## config.mk

```make
export PLATFORM = sky130hd
export DESIGN_NAME = fixed_header_unit_deframer
export DESIGN_NICKNAME = d
export VERILOG_FILES = /design/src/hw/rtl/fhud_pkg.sv /design/src/hw/rtl/fixed_header_unit_deframer.sv /design/src/hw/rtl/fhud_core.sv /design/src/hw/rtl/fhud_out_reg.sv
export SDC_FILE = /design/constraint.sdc
export NUM_CORES = 1
export LEC_CHECK = 0
export ABC_CLOCK_PERIOD_IN_PS = 12100
export BUFFER_PORTS_ARGS = -buffer_cell sky130_fd_sc_hd__buf_2
export CORE_MARGIN = 5
export CORE_UTILIZATION = 54
export DETAILED_ROUTE_END_ITERATION = 8
export PLACE_DENSITY = 0.83
export SYNTH_ARGS = -nofsm -noshare
export SYNTH_HDL_FRONTEND = slang
export SYNTH_SLANG_ARGS = --single-unit
```

## constraint.sdc

```tcl
create_clock -name clk_i -period 12.1 [get_ports clk_i]
set_input_delay 2.42 -clock clk_i [delete_from_list [all_inputs] [get_ports clk_i]]
set_output_delay 2.42 -clock clk_i [all_outputs]
set_load 0.01 [all_outputs]
```

## src/hw/rtl/fhud_pkg.sv

```systemverilog
// Package for the fixed-header unit deframer.
// Holds header layout constants and the result record type.
// No dependencies.
package fhud_pkg;

  localparam int unsigned HdrBytesDef = 128;
  localparam int unsigned HdrBytesMin = 16;

  // Header field offsets, little endian.
  localparam int unsigned OfsKind = 4;
  localparam int unsigned OfsTs   = 8;
  localparam int unsigned OfsEnd  = 16;

  typedef struct packed {
    logic [7:0]  payload_byte;
    logic        has_data;
    logic [31:0] unit_kind;
    logic [63:0] unit_timestamp;
    logic [31:0] unit_length;
    logic        first_of_unit;
    logic        last_of_unit;
  } res_t;

endpackage

```

## src/hw/rtl/fixed_header_unit_deframer.sv

```systemverilog
// Fixed-header unit deframer: one raw byte in per transfer, at most one result out.
// A result is registered in the output stage, or in the skid stage under output stall.
// Throughput: one byte per cycle while the skid stage is empty; the header counter
// and payload down-counter update per transfer; the skid absorbs one stalled result.
// Reset (rst_ni low, asynchronous): header expected next, all field registers zero,
// output and skid stages empty.
module fixed_header_unit_deframer #(
  parameter int unsigned HEADER_BYTES = fhud_pkg::HdrBytesDef
) (
  input  logic        clk_i,
  input  logic        rst_ni,
  // input byte channel
  input  logic        in_valid_i,
  output logic        in_stall_o,
  input  logic [7:0]  byte_in_i,
  // result channel
  output logic        out_valid_o,
  input  logic        out_stall_i,
  output logic [7:0]  payload_byte_o,
  output logic        has_data_o,
  output logic [31:0] unit_kind_o,
  output logic [63:0] unit_timestamp_o,
  output logic [31:0] unit_length_o,
  output logic        first_of_unit_o,
  output logic        last_of_unit_o
);
  import fhud_pkg::*;

  logic take;
  logic push;
  logic full;
  res_t res_new;
  res_t res_out;

  // A byte transfer completes whenever the skid stage is empty; the skid
  // guarantees room for the result that transfer may create.
  assign in_stall_o = full;
  assign take       = in_valid_i && !full;

  // Header parse and payload counting
  fhud_core #(
    .HEADER_BYTES(HEADER_BYTES)
  ) u_core (
    .clk_i (clk_i),
    .rst_ni(rst_ni),
    .take_i(take),
    .byte_i(byte_in_i),
    .push_o(push),
    .res_o (res_new)
  );

  // Result register plus skid
  fhud_out_reg u_out (
    .clk_i      (clk_i),
    .rst_ni     (rst_ni),
    .push_i     (push),
    .res_i      (res_new),
    .full_o     (full),
    .out_valid_o(out_valid_o),
    .out_stall_i(out_stall_i),
    .res_o      (res_out)
  );

  assign payload_byte_o   = res_out.payload_byte;
  assign has_data_o       = res_out.has_data;
  assign unit_kind_o      = res_out.unit_kind;
  assign unit_timestamp_o = res_out.unit_timestamp;
  assign unit_length_o    = res_out.unit_length;
  assign first_of_unit_o  = res_out.first_of_unit;
  assign last_of_unit_o   = res_out.last_of_unit;

endmodule

```

## src/hw/rtl/fhud_core.sv

```systemverilog
// Deframer core: header capture, payload count and result build.
// Depends on fhud_pkg.
module fhud_core #(
  parameter int unsigned HEADER_BYTES = fhud_pkg::HdrBytesDef
) (
  input  logic          clk_i,
  input  logic          rst_ni,
  input  logic          take_i,
  input  logic [7:0]    byte_i,
  output logic          push_o,
  output fhud_pkg::res_t res_o
);
  import fhud_pkg::*;

  // wide enough to hold the header size itself, so the field offsets never wrap
  localparam int unsigned PosW = $clog2(HEADER_BYTES + 1);
  localparam logic [PosW-1:0] PosLast = PosW'(HEADER_BYTES - 1);

  logic            in_payload_q, in_payload_d;
  logic [PosW-1:0] pos_q, pos_d;
  logic [31:0]     length_q, length_d;
  logic [31:0]     kind_q, kind_d;
  logic [63:0]     ts_q, ts_d;
  logic [31:0]     left_q, left_d;
  logic            emit_data;

  assign emit_data = in_payload_q && (left_q != 32'd0);

  always_comb begin
    in_payload_d = in_payload_q;
    pos_d        = pos_q;
    length_d     = length_q;
    kind_d       = kind_q;
    ts_d         = ts_q;
    left_d       = left_q;
    push_o       = 1'b0;
    res_o        = '0;

    if (emit_data) begin
      push_o              = take_i;
      res_o.payload_byte  = byte_i;
      res_o.has_data      = 1'b1;
      res_o.unit_kind     = kind_q;
      res_o.unit_timestamp = ts_q;
      res_o.unit_length   = length_q;
      res_o.first_of_unit = (left_q == length_q);
      res_o.last_of_unit  = (left_q == 32'd1);
      left_d              = left_q - 32'd1;
      if (left_q == 32'd1) begin
        in_payload_d = 1'b0;
      end
    end else begin
      in_payload_d = 1'b0;
      if (pos_q < PosW'(OfsKind)) begin
        length_d[8*pos_q[1:0] +: 8] = byte_i;
      end else if (pos_q < PosW'(OfsTs)) begin
        kind_d[8*pos_q[1:0] +: 8] = byte_i;
      end else if (pos_q < PosW'(OfsEnd)) begin
        ts_d[8*pos_q[2:0] +: 8] = byte_i;
      end

      if (pos_q == PosLast) begin
        pos_d = '0;
        if (length_d == 32'd0) begin
          // empty payload: single marker result
          push_o               = take_i;
          res_o.has_data       = 1'b0;
          res_o.unit_kind      = kind_d;
          res_o.unit_timestamp = ts_d;
          res_o.unit_length    = length_d;
          res_o.first_of_unit  = 1'b1;
          res_o.last_of_unit   = 1'b1;
        end else begin
          in_payload_d = 1'b1;
          left_d       = length_d;
        end
      end else begin
        pos_d = pos_q + PosW'(1);
      end
    end
  end

  always_ff @(posedge clk_i or negedge rst_ni) begin
    if (!rst_ni) begin
      in_payload_q <= 1'b0;
      pos_q        <= '0;
      length_q     <= '0;
      kind_q       <= '0;
      ts_q         <= '0;
      left_q       <= '0;
    end else if (take_i) begin
      in_payload_q <= in_payload_d;
      pos_q        <= pos_d;
      length_q     <= length_d;
      kind_q       <= kind_d;
      ts_q         <= ts_d;
      left_q       <= left_d;
    end
  end

endmodule

```

## src/hw/rtl/fhud_out_reg.sv

```systemverilog
// Output register with a skid stage; stall to the input is registered.
// Depends on fhud_pkg.
module fhud_out_reg (
  input  logic           clk_i,
  input  logic           rst_ni,
  input  logic           push_i,
  input  fhud_pkg::res_t res_i,
  output logic           full_o,
  output logic           out_valid_o,
  input  logic           out_stall_i,
  output fhud_pkg::res_t res_o
);
  import fhud_pkg::*;

  logic out_valid_q, skid_valid_q;
  res_t out_q, skid_q;
  logic out_free;

  assign out_free = !out_valid_q || !out_stall_i;

  always_ff @(posedge clk_i or negedge rst_ni) begin
    if (!rst_ni) begin
      out_valid_q  <= 1'b0;
      skid_valid_q <= 1'b0;
    end else if (out_free) begin
      if (skid_valid_q) begin
        out_valid_q  <= 1'b1;
        skid_valid_q <= 1'b0;
      end else begin
        out_valid_q <= push_i;
      end
    end else if (push_i) begin
      skid_valid_q <= 1'b1;
    end
  end

  always_ff @(posedge clk_i) begin
    if (out_free) begin
      if (skid_valid_q) begin
        out_q <= skid_q;
      end else if (push_i) begin
        out_q <= res_i;
      end
    end else if (push_i) begin
      skid_q <= res_i;
    end
  end

  assign full_o      = skid_valid_q;
  assign out_valid_o = out_valid_q;
  assign res_o       = out_q;

endmodule
```

==> impl_metrics.toml <==
[placement]
routabilityCongestion = 0.941
dp_hpwl_um = 31600
numPlacedInstances = 2060
port-buffer-count = 152
dp_slack_ps = 5490
post_dp_cell_area_mm2 = 0.0208

[floorplan]
io-pin-count = 153
die-area_mm2 = 0.0403
core_mm2 = 0.0357
rows = 69
initial_core_util = 0.549
die_w_um = 201
die-height_um = 201

[synthesis]
synth_seq_area_share = 0.643
yosysTopAreaCell = "edfxtp_1"
ys_top_cells_by_count = "278 x edfxtp_1, 176 x nand2_1, 171 x dfrtp_1"
ys.warnings.count = 0
ys_top_cells_by_area = "edfxtp_1 43%, dfrtp_1 22%, mux2_2 9.5%"
synth_top_area_frac = 0.425
synth_area_mm2 = 0.0196
synth-edff-count = 278
async_flop_share = 0.381
synth_ff_type = "edfxtp_1"
synth.distinct_cells = 72
synth_nets = 1540
ys_seq_elements = 449
yosysMostFrequentCell = "edfxtp_1"
synth.avg_cell_area_um2 = 12.9
synthCells = 1520

[clock_tree]
numCtsBuffers = 45
hold_buffers = 0
clkLatencyLatePin_ps = 560
clkTransAtPathRegs_ps = 70
root_buffer = "clkbuf_16"
htreeDepth = 2
cts_tree = "yes"
ctsResizeCount = 0
clockBufferDepth = 3
cts_num_sinks = 449
cts_setup_buffers = 0

[setup_path]
worst_setup_path_end_kind = "register"
slowest_delay_ps = 790
worstPathMaxFanout = 77
crit_chain = "buf_2 > or4_1 > o311ai_0 > mux2i_1 > nor4_1 > a31o_2 > a21oi_1 > a21oi_4 > buf_4"
cp_slowest_cell = "buf_4"
start_kind = "primary input"
worstPathArrival_ps = 6250
worst-setup-path-type = "primary input to register"
crit_required_ps = 12270

[sta]
finalSetupTns_ps = 0
fin_crit_ps = 6080
skew_ps = 17.5
maxSlewViolCount = 0
max_slew.worst_pin.slew_ps = 1010
finalSetupViolCount = 0
max_slew_margin = 0.324
hold_viol = 0
rsz0062_at_grt = "false"
fin_ws_ps = 6020
max_freq_mhz = 165
min_period_over_period = 0.502

[final_layout]
final_core_util = 0.625
nFillCells = 2709
instances_no_fill = 2144
syn2layout_area_growth_pct = 13.8
nNetsFinal = 1666
finalInstanceArea_mm2 = 0.0224
diodes = 0
drive_gt1_frac = 0.261

[drt]
drt_iter0_markers = 1256
drtPass1Iterations = 6
wl_per_cell_um = 22.0
dr_total_vias = 12700
ant_nets = 0
vias_per_cell = 5.95
drc = 0
routed_wl_um = 47100

[power]
leakage_nw = 9.45
peakVddDrop_mv = 0.118
powerDensity_mw_per_mm2 = 174

[global_routing]
grt_util_met1 = 0.313
grt_pass1_vias = 12700
grt_use_total = 0.229
grt_max_degree = 139
use_met2 = 0.372
grtUsageMet3 = 0.0446
busiest_layer = "met2"
grt_overflow_total = 0
grt_pass1_wl_um = 74200
antenna_found_initial = 3

[hold_path]
min_path_type = "register to register"

[job]
drv_cap = 0

[status]
status = "finished clean"
critical path, delay by kind of cell:
kind                   cells  cell delay [ps]
and+or+nand+nor            2             1350
buffers and inverters      2             1040
AOI/OAI and AO/OA          4             1190
muxes                      1              120
metrics by stage:
step / total power [mW] / hold WS (ps)
2_1_floorplan: 2.24 / 435
3_3_place_gp: 2.43 / 454
3_5_place_dp: 2.45 / 463
4_1_cts: 3.89 / 480
5_1_grt: 4.04 / 505
6_report: 3.88 / 477
routing by layer:
| metal | wire, um | share of wire |
|---|---|---|
| met1 | 19600 | 0.42 |
| met2 | 22400 | 0.48 |
| met3 | 3320 | 0.070 |
| met4 | 1740 | 0.037 |
| met5 | 37 | 0.00079 |
cell usage in the layout, fill, tap and decap left out, types with 8 or more instances in the layout:
cell type / count
edfxtp_1: 278
mux2_2: 166
nand2_1: 176
buf_4: 13
nand4_1: 12
xor2_1: 33
clkbuf_16: 48
nor4_1: 17
ha_1: 8
nand3_1: 26
mux2_4: 8
dfrtp_1: 170
inv_1: 16
or4_1: 13
o21ai_0: 97
and3_1: 13
and2_1: 135
nor3_1: 27
clkinv_2: 10
nor2_1: 60
or3_1: 10
clkbuf_8: 9
a21oi_1: 27
buf_2: 151
o31ai_1: 15
area by class of cell:
type,instances,area (um^2),area share
Multi-Input combinational cell,966,6630,0.296
Tap cell,461,577,0.0258
Sequential cell,449,12600,0.565
Timing Repair Buffer,166,885,0.0396
Inverter,18,67.6,0.00302
Clock inverter,24,235,0.0105
Clock buffer,60,1340,0.0598
flip-flops by register name, summed over array words and instances (netlist names):
name	count
u_out.res_o	139
u_core.ts_q	64
u_core.in_payload_q	1
u_out.skid_q	139
u_core.length_q	32
u_out.full_o	1
u_core.pos_q	8
u_out.out_valid_o	1
u_core.left_q	32
u_core.kind_q	32
cell families (layout without fill, tap and decap cells):
family / after synthesis / in the layout / share of synthesized area
AO/OA/AOI/OAI: 208 / 208 / 0.0667
XOR/XNOR: 35 / 35 / 0.0156
adder cells (fa/ha/maj): 8 / 8 / 0.00510
buffers and inverters: 105 / 268 / 0.0216
flip-flops: 449 / 449 / 0.643
multiplexers: 185 / 185 / 0.107
AND/OR/NAND/NOR: 530 / 530 / 0.141
final timing paths:
kind                                          end  depth (start not counted)  slack [ps]               from
worst min register to register  u_core.kind_q[17]                          2         480  u_core.kind_q[17]
worst max-delay path             u_out.res_o[103]                          9        6020       byte_in_i[0]
min in group asynchronous       u_core.kind_q[21]                          1        1940             rst_ni
worst min-delay path            u_core.kind_q[17]                          2         480  u_core.kind_q[17]
max in group asynchronous            u_out.full_o                          2        8570             rst_ni
worst max register to register   u_out.res_o[103]                         10        6310    u_core.pos_q[0]
power by group:
group / switching (mW) / internal [mW]
Clock: 0.594 / 0.848
Sequential: 0.144 / 1.76
Combinational: 0.348 / 0.196
Power figures use the tool's default switching activity.
